===== config.mk =====
export PLATFORM = sky130hd
export DESIGN_NAME = textured_wall_column_raster
export DESIGN_NICKNAME = d
export VERILOG_FILES = /design/src/sv/twcr_pkg.sv /design/src/sv/textured_wall_column_raster.sv /design/src/sv/twcr_ctrl.sv /design/src/sv/twcr_datapath.sv
export SDC_FILE = /design/constraint.sdc
export NUM_CORES = 2
export LEC_CHECK = 0
export ABC_AREA = 1
export BUFFER_PORTS_ARGS = -buffer_cell sky130_fd_sc_hd__buf_2
export CAP_MARGIN = 20
export CELL_PAD_IN_SITES_DETAIL_PLACEMENT = 1
export CELL_PAD_IN_SITES_GLOBAL_PLACEMENT = 2
export CORE_UTILIZATION = 42
export DETAILED_ROUTE_END_ITERATION = 6
export PLACE_DENSITY = 0.88
export SLEW_MARGIN = 20
export SYNTH_ARGS = -nofsm -noshare
export SYNTH_HDL_FRONTEND = slang
export SYNTH_SLANG_ARGS = --single-unit

===== constraint.sdc =====
create_clock -name aclk -period 19 [get_ports aclk]
set_input_delay 0.95 -clock aclk [delete_from_list [all_inputs] [get_ports aclk]]
set_output_delay 0.95 -clock aclk [all_outputs]
set_load 0.02 [all_outputs]

===== src/sv/twcr_pkg.sv =====
// Shared types, constants and helpers for the textured wall column rasterizer.
`timescale 1ns / 1ps
`default_nettype none
package twcr_pkg;

    localparam int COL_W       = 12;
    localparam int ROW_W       = 12;
    localparam int COORD_W     = 32;
    localparam int DIST_W      = 31;
    localparam int HEIGHT_W    = 16;
    localparam int SIZE_W      = 11;
    localparam int COLOR_W     = 24;
    localparam int TEXEL_W     = 10;
    localparam int KIND_W      = 2;
    localparam int CFG_INDEX_W = 2;
    localparam int CFG_DATA_W  = 24;

    localparam int S_DATA_W = 216;
    localparam int M_DATA_W = 72;

    localparam int OFS_COLUMN = 0;
    localparam int OFS_SIDE   = 12;
    localparam int OFS_EYE_X  = 13;
    localparam int OFS_EYE_Y  = 45;
    localparam int OFS_DIST   = 77;
    localparam int OFS_DIR_X  = 108;
    localparam int OFS_DIR_Y  = 140;
    localparam int OFS_WH     = 172;
    localparam int OFS_TOP    = 188;
    localparam int OFS_BOTTOM = 200;

    localparam int OFS_OUT_COLUMN = 0;
    localparam int OFS_OUT_ROW    = 12;
    localparam int OFS_FLAT       = 24;
    localparam int OFS_TEXEL_COL  = 48;
    localparam int OFS_TEXEL_ROW  = 58;

    localparam int NUM_W     = 27;
    localparam int DIV_STEPS = 27;
    localparam int DIV_CNT_W = 5;
    localparam int START_W   = 18;
    localparam int SCALE_W   = START_W + NUM_W + 1;

    localparam int SCREEN_ROWS_DEFAULT = 512;

    localparam logic [0:0] CMD_START = 1'b0;
    localparam logic [0:0] CMD_ROW   = 1'b1;

    localparam logic [KIND_W-1:0] KIND_SKY    = 2'd0;
    localparam logic [KIND_W-1:0] KIND_GROUND = 2'd1;
    localparam logic [KIND_W-1:0] KIND_TEXEL  = 2'd2;

    localparam logic [CFG_INDEX_W-1:0] CFG_TEX_WIDTH  = 2'd0;
    localparam logic [CFG_INDEX_W-1:0] CFG_TEX_HEIGHT = 2'd1;
    localparam logic [CFG_INDEX_W-1:0] CFG_SKY        = 2'd2;
    localparam logic [CFG_INDEX_W-1:0] CFG_GROUND     = 2'd3;

    localparam logic [SIZE_W-1:0] SIZE_RESET = 11'd64;
    localparam logic [SIZE_W-1:0] SIZE_MAX   = 11'd1024;

    typedef struct packed {
        logic capture;
        logic prep;
        logic div_step;
        logic scale;
        logic place;
        logic emit;
    } twcr_cmd_t;

    typedef struct packed {
        logic div_last;
        logic last_row;
        logic out_free;
    } twcr_sts_t;

    function automatic logic [SIZE_W-1:0] eff_size(input logic [SIZE_W-1:0] v);
        logic [SIZE_W-1:0] r;
        if (v == '0) begin
            r = 11'd1;
        end else if (v > SIZE_MAX) begin
            r = SIZE_MAX;
        end else begin
            r = v;
        end
        return r;
    endfunction

endpackage
`default_nettype wire


===== src/sv/textured_wall_column_raster.sv =====
// Top level of the textured wall column rasterizer.
// A start word (tuser 0) loads one column's ray hit: it captures the hit and forms distance *
// direction, and the input then stays stalled while the texture column is found, the radix-2
// divider forms the Q11.16 texture step, the start offset is scaled by the step and then
// saturated. A row word (tuser 1) then yields one pixel, rows 0 to SCREEN_ROWS-1, with tlast on
// the last row; row words outside an active column are dropped. A pixel waits in the output
// register, and no input word is taken while it stalls. Configuration writes are taken every
// cycle.
`timescale 1ns / 1ps
`default_nettype none
module textured_wall_column_raster #(
    parameter int SCREEN_ROWS = twcr_pkg::SCREEN_ROWS_DEFAULT
) (
    input  wire logic                              aclk,
    input  wire logic                              aresetn,
    input  wire logic                              s_tvalid,
    output logic                                   s_tready,
    // screen_column, hit_side, eye_x, eye_y, wall_distance, dir_x, dir_y, wall_height,
    // wall_top, wall_bottom, zero pad
    input  wire logic [twcr_pkg::S_DATA_W-1:0]     s_tdata,
    // command
    input  wire logic                              s_tuser,
    input  wire logic                              cfg_valid,
    output logic                                   cfg_ready,
    input  wire logic [twcr_pkg::CFG_INDEX_W-1:0]  cfg_index,
    input  wire logic [twcr_pkg::CFG_DATA_W-1:0]   cfg_data,
    output logic                                   m_tvalid,
    input  wire logic                              m_tready,
    // out_column, out_row, flat_color, texel_col, texel_row, zero pad
    output logic [twcr_pkg::M_DATA_W-1:0]          m_tdata,
    // pixel_kind
    output logic [twcr_pkg::KIND_W-1:0]            m_tuser,
    output logic                                   m_tlast
);
    import twcr_pkg::*;

    twcr_cmd_t cmd;
    twcr_sts_t sts;

    twcr_ctrl u_ctrl (
        .aclk     (aclk),
        .aresetn  (aresetn),
        .s_tvalid (s_tvalid),
        .s_tuser  (s_tuser),
        .sts      (sts),
        .s_tready (s_tready),
        .cmd      (cmd)
    );

    twcr_datapath #(
        .SCREEN_ROWS (SCREEN_ROWS)
    ) u_datapath (
        .aclk      (aclk),
        .aresetn   (aresetn),
        .cmd       (cmd),
        .sts       (sts),
        .s_tdata   (s_tdata),
        .cfg_valid (cfg_valid),
        .cfg_ready (cfg_ready),
        .cfg_index (cfg_index),
        .cfg_data  (cfg_data),
        .m_tvalid  (m_tvalid),
        .m_tready  (m_tready),
        .m_tdata   (m_tdata),
        .m_tuser   (m_tuser),
        .m_tlast   (m_tlast)
    );

endmodule
`default_nettype wire


===== src/sv/twcr_ctrl.sv =====
// Sequencer for column setup, serial divide and row emission.
`timescale 1ns / 1ps
`default_nettype none
module twcr_ctrl (
    input  wire logic                 aclk,
    input  wire logic                 aresetn,
    input  wire logic                 s_tvalid,
    input  wire logic                 s_tuser,
    input  wire twcr_pkg::twcr_sts_t  sts,
    output logic                      s_tready,
    output twcr_pkg::twcr_cmd_t       cmd
);
    import twcr_pkg::*;

    typedef enum logic [2:0] {
        ST_IDLE,
        ST_PREP,
        ST_DIV,
        ST_SCALE,
        ST_PLACE,
        ST_ACTIVE
    } state_t;

    state_t state_reg, state_next;
    logic   s_fire;

    assign s_tready = ((state_reg == ST_IDLE) || (state_reg == ST_ACTIVE)) && sts.out_free;
    assign s_fire   = s_tvalid && s_tready;

    always_comb begin
        state_next   = state_reg;
        cmd          = '0;
        cmd.capture  = s_fire && (s_tuser == CMD_START);
        case (state_reg)
            ST_IDLE: begin
                if (cmd.capture) begin
                    state_next = ST_PREP;
                end
            end
            ST_PREP: begin
                cmd.prep   = 1'b1;
                state_next = ST_DIV;
            end
            ST_DIV: begin
                cmd.div_step = 1'b1;
                if (sts.div_last) begin
                    state_next = ST_SCALE;
                end
            end
            ST_SCALE: begin
                cmd.scale  = 1'b1;
                state_next = ST_PLACE;
            end
            ST_PLACE: begin
                cmd.place  = 1'b1;
                state_next = ST_ACTIVE;
            end
            ST_ACTIVE: begin
                if (cmd.capture) begin
                    state_next = ST_PREP;
                end else if (s_fire) begin
                    cmd.emit = 1'b1;
                    if (sts.last_row) begin
                        state_next = ST_IDLE;
                    end
                end
            end
            default: begin
                state_next = ST_IDLE;
            end
        endcase
    end

    always_ff @(posedge aclk) begin
        if (!aresetn) begin
            state_reg <= ST_IDLE;
        end else begin
            state_reg <= state_next;
        end
    end

endmodule
`default_nettype wire


===== src/sv/twcr_datapath.sv =====
// Registers, multipliers, radix-2 divider and pixel output stage.
`timescale 1ns / 1ps
`default_nettype none
module twcr_datapath #(
    parameter int SCREEN_ROWS = twcr_pkg::SCREEN_ROWS_DEFAULT
) (
    input  wire logic                                aclk,
    input  wire logic                                aresetn,
    input  wire twcr_pkg::twcr_cmd_t                 cmd,
    output twcr_pkg::twcr_sts_t                      sts,
    input  wire logic [twcr_pkg::S_DATA_W-1:0]       s_tdata,
    input  wire logic                                cfg_valid,
    output logic                                     cfg_ready,
    input  wire logic [twcr_pkg::CFG_INDEX_W-1:0]    cfg_index,
    input  wire logic [twcr_pkg::CFG_DATA_W-1:0]     cfg_data,
    output logic                                     m_tvalid,
    input  wire logic                                m_tready,
    output logic [twcr_pkg::M_DATA_W-1:0]            m_tdata,
    output logic [twcr_pkg::KIND_W-1:0]              m_tuser,
    output logic                                     m_tlast
);
    import twcr_pkg::*;

    localparam int              HALF_ROWS = SCREEN_ROWS / 2;
    localparam logic [ROW_W-1:0] LAST_ROW = ROW_W'(SCREEN_ROWS - 1);
    localparam logic [COORD_W-1:0] POS_MAX = 32'h7FFF_FFFF;
    localparam logic [COORD_W-1:0] POS_MIN = 32'h8000_0000;

    logic [SIZE_W-1:0]  tex_w_reg, tex_h_reg, w_eff, h_eff;
    logic [COLOR_W-1:0] sky_reg, ground_reg;

    logic [COL_W-1:0]    in_column;
    logic                in_side;
    logic [COORD_W-1:0]  in_eye_x, in_eye_y, in_dir_x, in_dir_y, dir_sel, hit_prod;
    logic [DIST_W-1:0]   in_dist;
    logic [HEIGHT_W-1:0] in_wh, wh_eff;
    logic [ROW_W-1:0]    in_top, in_bottom;
    logic                mirror;
    logic signed [START_W-1:0] start_val;

    logic [COL_W-1:0]    column_reg;
    logic                mirror_reg;
    logic [COORD_W-1:0]  hit_prod_reg;
    logic [15:0]         eye_lo_reg;
    logic [HEIGHT_W-1:0] wh_reg;
    logic signed [START_W-1:0] start_reg;
    logic [ROW_W-1:0]    top_reg, bottom_reg, row_reg;
    logic [TEXEL_W-1:0]  texel_col_reg;

    logic [15:0]         frac;
    logic [26:0]         col_prod;
    logic [SIZE_W-1:0]   col_raw, col_mir;

    logic [HEIGHT_W-1:0] rem_reg;
    logic [NUM_W-1:0]    num_reg, quo_reg;
    logic [DIV_CNT_W-1:0] div_cnt_reg;
    logic [HEIGHT_W:0]   rem_sh, rem_sub;
    logic                rem_ge;

    logic signed [SCALE_W-1:0] scale_prod, scale_reg;
    logic                scale_fits;
    logic [COORD_W-1:0]  pos_sat, pos_reg;
    logic [COORD_W:0]    pos_sum;

    logic [SIZE_W-1:0]   h_top;
    logic [14:0]         ty_raw;
    logic [SIZE_W-1:0]   ty;

    logic                out_valid_reg, out_last_reg;
    logic [KIND_W-1:0]   out_kind_reg;
    logic [COL_W-1:0]    out_column_reg;
    logic [ROW_W-1:0]    out_row_reg;
    logic [COLOR_W-1:0]  out_flat_reg;
    logic [TEXEL_W-1:0]  out_tcol_reg, out_trow_reg;

    assign cfg_ready = 1'b1;

    always_ff @(posedge aclk) begin
        if (!aresetn) begin
            tex_w_reg  <= SIZE_RESET;
            tex_h_reg  <= SIZE_RESET;
            sky_reg    <= '0;
            ground_reg <= '0;
        end else if (cfg_valid) begin
            case (cfg_index)
                CFG_TEX_WIDTH:  tex_w_reg  <= cfg_data[SIZE_W-1:0];
                CFG_TEX_HEIGHT: tex_h_reg  <= cfg_data[SIZE_W-1:0];
                CFG_SKY:        sky_reg    <= cfg_data;
                CFG_GROUND:     ground_reg <= cfg_data;
                default: begin
                end
            endcase
        end
    end

    assign w_eff = eff_size(tex_w_reg);
    assign h_eff = eff_size(tex_h_reg);

    assign in_column = s_tdata[OFS_COLUMN +: COL_W];
    assign in_side   = s_tdata[OFS_SIDE];
    assign in_eye_x  = s_tdata[OFS_EYE_X +: COORD_W];
    assign in_eye_y  = s_tdata[OFS_EYE_Y +: COORD_W];
    assign in_dist   = s_tdata[OFS_DIST +: DIST_W];
    assign in_dir_x  = s_tdata[OFS_DIR_X +: COORD_W];
    assign in_dir_y  = s_tdata[OFS_DIR_Y +: COORD_W];
    assign in_wh     = s_tdata[OFS_WH +: HEIGHT_W];
    assign in_top    = s_tdata[OFS_TOP +: ROW_W];
    assign in_bottom = s_tdata[OFS_BOTTOM +: ROW_W];

    // only the low word of distance * direction reaches the fraction
    assign wh_eff    = (in_wh == '0) ? 16'd1 : in_wh;
    assign dir_sel   = in_side ? in_dir_x : in_dir_y;
    assign hit_prod  = {1'b0, in_dist} * dir_sel;
    assign mirror    = (!in_side && in_dir_x[COORD_W-1])
                    || (in_side && !in_dir_y[COORD_W-1] && (in_dir_y != '0));
    assign start_val = $signed({6'b0, in_top}) + $signed({3'b0, wh_eff[HEIGHT_W-1:1]})
                     - START_W'(HALF_ROWS);

    assign frac     = hit_prod_reg[31:16] + eye_lo_reg;
    assign col_prod = {11'b0, frac} * {16'b0, w_eff};
    assign col_raw  = col_prod[26:16];
    assign col_mir  = w_eff - col_raw - 11'd1;

    assign rem_sh  = {rem_reg, num_reg[NUM_W-1]};
    assign rem_sub = rem_sh - {1'b0, wh_reg};
    assign rem_ge  = (rem_sh >= {1'b0, wh_reg});

    assign scale_prod = start_reg * $signed({1'b0, quo_reg});
    assign scale_fits = (&scale_reg[SCALE_W-1:COORD_W-1]) || !(|scale_reg[SCALE_W-1:COORD_W-1]);
    assign pos_sat    = scale_fits ? scale_reg[COORD_W-1:0]
                      : (scale_reg[SCALE_W-1] ? POS_MIN : POS_MAX);

    assign pos_sum = {pos_reg[COORD_W-1], pos_reg} + {6'b0, quo_reg};

    assign h_top  = h_eff - 11'd1;
    assign ty_raw = pos_reg[30:16];
    assign ty     = pos_reg[COORD_W-1] ? '0
                  : ((ty_raw > {4'b0, h_top}) ? h_top : ty_raw[SIZE_W-1:0]);

    always_ff @(posedge aclk) begin
        if (!aresetn) begin
            row_reg <= '0;
        end else if (cmd.capture) begin
            row_reg <= '0;
        end else if (cmd.emit) begin
            row_reg <= (row_reg >= LAST_ROW) ? '0 : row_reg + 12'd1;
        end
    end

    always_ff @(posedge aclk) begin
        if (cmd.capture) begin
            column_reg   <= in_column;
            mirror_reg   <= mirror;
            hit_prod_reg <= hit_prod;
            eye_lo_reg   <= in_side ? in_eye_x[15:0] : in_eye_y[15:0];
            wh_reg       <= wh_eff;
            start_reg    <= start_val;
            top_reg      <= in_top;
            bottom_reg   <= in_bottom;
        end
        if (cmd.prep) begin
            texel_col_reg <= mirror_reg ? col_mir[TEXEL_W-1:0] : col_raw[TEXEL_W-1:0];
            rem_reg       <= '0;
            num_reg       <= {h_eff, 16'b0};
            quo_reg       <= '0;
            div_cnt_reg   <= '0;
        end
        if (cmd.div_step) begin
            rem_reg     <= rem_ge ? rem_sub[HEIGHT_W-1:0] : rem_sh[HEIGHT_W-1:0];
            num_reg     <= {num_reg[NUM_W-2:0], 1'b0};
            quo_reg     <= {quo_reg[NUM_W-2:0], rem_ge};
            div_cnt_reg <= div_cnt_reg + 5'd1;
        end
        if (cmd.scale) begin
            scale_reg <= scale_prod;
        end
        if (cmd.place) begin
            pos_reg <= pos_sat;
        end
        if (cmd.emit && (row_reg >= top_reg) && (row_reg <= bottom_reg)) begin
            pos_reg <= (pos_sum[COORD_W] != pos_sum[COORD_W-1]) ? POS_MAX
                     : pos_sum[COORD_W-1:0];
        end
    end

    always_ff @(posedge aclk) begin
        if (!aresetn) begin
            out_valid_reg <= 1'b0;
        end else if (cmd.emit) begin
            out_valid_reg <= 1'b1;
        end else if (m_tready) begin
            out_valid_reg <= 1'b0;
        end
    end

    always_ff @(posedge aclk) begin
        if (cmd.emit) begin
            out_column_reg <= column_reg;
            out_row_reg    <= row_reg;
            out_last_reg   <= (row_reg >= LAST_ROW);
            if (row_reg < top_reg) begin
                out_kind_reg <= KIND_SKY;
                out_flat_reg <= sky_reg;
                out_tcol_reg <= '0;
                out_trow_reg <= '0;
            end else if (row_reg <= bottom_reg) begin
                out_kind_reg <= KIND_TEXEL;
                out_flat_reg <= '0;
                out_tcol_reg <= texel_col_reg;
                out_trow_reg <= ty[TEXEL_W-1:0];
            end else begin
                out_kind_reg <= KIND_GROUND;
                out_flat_reg <= ground_reg;
                out_tcol_reg <= '0;
                out_trow_reg <= '0;
            end
        end
    end

    assign sts.div_last = (div_cnt_reg == DIV_CNT_W'(DIV_STEPS - 1));
    assign sts.last_row = (row_reg >= LAST_ROW);
    assign sts.out_free = !out_valid_reg || m_tready;

    assign m_tvalid = out_valid_reg;
    assign m_tuser  = out_kind_reg;
    assign m_tlast  = out_last_reg;
    assign m_tdata  = {4'b0, out_trow_reg, out_tcol_reg, out_flat_reg, out_row_reg,
                       out_column_reg};

endmodule
`default_nettype wire


==> out/results.tsv <==
metric	value	unit
yosysTopAreaCellShare	32.3	%
cts_tree	done	
grt_pass1_vias	51524	
fin_nets	8782	
yosysMostFrequentCell	inv_1	
slew_viol_final	0	
cp_data_required_time	19.40	ns
ys.flop_type	edfxtp_1	
maxCapViolCount	0	
die_y	374	microns
min_period_over_period	49.6	%
fin_skew	0.0471	ns
yosys-top-cells-count	inv_1 (1696), nand2_1 (1619), fa_1 (936), nor2_1 (496), ha_1 (447)	
wl_met1	78300	microns
die_w	374	microns
port-buffer-count	284	
crit_top_cell	inv_1	
vias	46762	
synth-adder-area-share	42.0	%
yosys.area_share.simple	16.5	%
cts.clk_slew.worst_paths	0.06	ns
relSlewSlack	23.4	%
wl	184000	microns
endpoint_kind	flop	
grt_usage	26.6	%
fin_tns_setup	0	ns
max_clock_freq	0.106	GHz
antenna_found_initial	15	
top_layer_used	met5	
synth_area_leader_cell	fa_1	
drt_first_pass_iters	5	
root_buffer	clkbuf_16	
numCtsBuffers	49	
start_kind	primary input	
synth_top_family_by_area	adder cells	
netlist_area	58000	sq um
ys_types	72	
max_stage_delay	0.97	ns
postCtsHoldBufs	0	
ant_nets	0	
outcome	completed	
period_minus_slack	9.43	ns
ys_seq_area_share	19.6	%
grt_remaining_overflow	0	
cts_resized	0	
cts.sinks	407	
critPathArrivalTime	9.83	ns
drive_gt1_share	7.01	%
cts_max_path_buffers	3	
async_flop_share	0	%
dp_hpwl	148000	microns
ios	326	
ys_seq_elements	407	
cp_slowest_cell	inv_1	
muxShareOfSynthArea	0.0194	%
core_area	136000	sq um
rows	135	
clk_latency	0.65	ns
htree_levels	2	
start_util	42.5	%
synth_edf_count	321	
drt_iter0_drc	2461	
wl_met2	89900	microns
crit_type	primary input to flop	
synth-xor-area-share	2.22	%
die_area	140000	sq um
drc	0	
synth.top_cells.by_area	fa_1 (32%), edfxtp_1 (17%), inv_1 (11%)	
finalHoldViolCount	0	
cts_setup_buffers	0	
wl_met3	10300	microns
synth-compound-area-share	6.70	%
syn_inst	7016	
synthToLayoutAreaGrowth	8.28	%
grt_max_degree	74	
holdCritPathClass	flop to flop	
avgSynthCellArea	8.27	sq um
setup_viol	0	
rsz0062_at_grt	no	
tightest_slew	1.15	ns
hold_ws	0.420	ns
largest_register_ffs	46	
crit_fanout	64	
gp_congestion	0.903	
ys_warn_count	0	
wire_per_inst	20.5	microns
grt_pass1_wl	289000	microns
avgViaCountPerCell	5.21	
-- layout by cell type (no fill, tap or decap), types with 26 or more instances in the layout --
cell type / instances
clkbuf_16: 49
nand2_1: 1617
buf_4: 60
nor2_1: 494
nor3_1: 31
xor2_1: 96
nand4_1: 31
o22ai_1: 26
fa_1: 936
a21oi_1: 317
o21ai_0: 218
inv_1: 1695
ha_1: 447
buf_2: 284
edfxtp_1: 321
xnor2_1: 51
nor4_1: 26
nand3_1: 128
dfxtp_1: 86
-- worst paths after layout --
path	start	end	slack (ns)	depth (start not counted)
worst max-delay path	s_tdata[12]	u_datapath.hit_prod_reg[31]	9.57	30
worst min-delay path	u_datapath.column_reg[10]	u_datapath.out_column_reg[10]	0.42	0
worst max register to register	u_datapath.hit_prod_reg[19]	u_datapath.texel_col_reg[8]	10.38	38
worst min register to register	u_datapath.column_reg[10]	u_datapath.out_column_reg[10]	0.42	0
-- cells by family after synthesis --
| kind of cell | Yosys count |
|---|---|
| mux | 1 |
| xor+xnor | 147 |
| simple gates | 2401 |
| compound gates | 697 |
| fa+ha+maj | 1383 |
| buf+inv | 1978 |
| flops | 407 |
| other cells | 2 |
-- cell type report --
cell class / count / area [sq um]
Tap cell: 1781 / 2230
Clock buffer: 61 / 1300
Multi-Input combinational cell: 4634 / 39200
Sequential cell: 407 / 11400
Fill cell: 16430 / 73500
Inverter: 1714 / 6440
Timing Repair Buffer: 345 / 1900
Antenna cell: 6 / 15.0
Clock inverter: 30 / 383
-- critical path: cells and delay by family --
kind | cells | cell delay (ns)
adders and majority gates | 9 | 4.10
AOI/OAI and AO/OA | 4 | 1.07
and+or+nand+nor | 5 | 0.91
buffers and inverters | 12 | 2.74
-- metal layers --
| metal | track usage, % | up-vias |
|---|---|---|
| met2 | 46.0 | 1136 |
| met3 | 3.74 | 323 |
| met4 | 8.05 | 16 |
| met5 | 0 | - |
| li1 | - | 21348 |
| met1 | 34.5 | 23939 |
-- stage by stage --
step	cell area, sq um	util [%]	worst slack (ns)	cells
6_report	62800	46.1	9.57	8978
4_1_cts	62800	46.1	9.62	8972
5_1_grt	62800	46.1	9.11	8974
3_5_place_dp	61100	44.8	8.92	8881
3_3_place_gp	61100	44.8	9.03	8880
2_1_floorplan	58000	-	11.28	7019
Power is left out: the tool's default activity adds up to more than one toggle a clock period on the data nets, which glitch-free logic cannot reach.
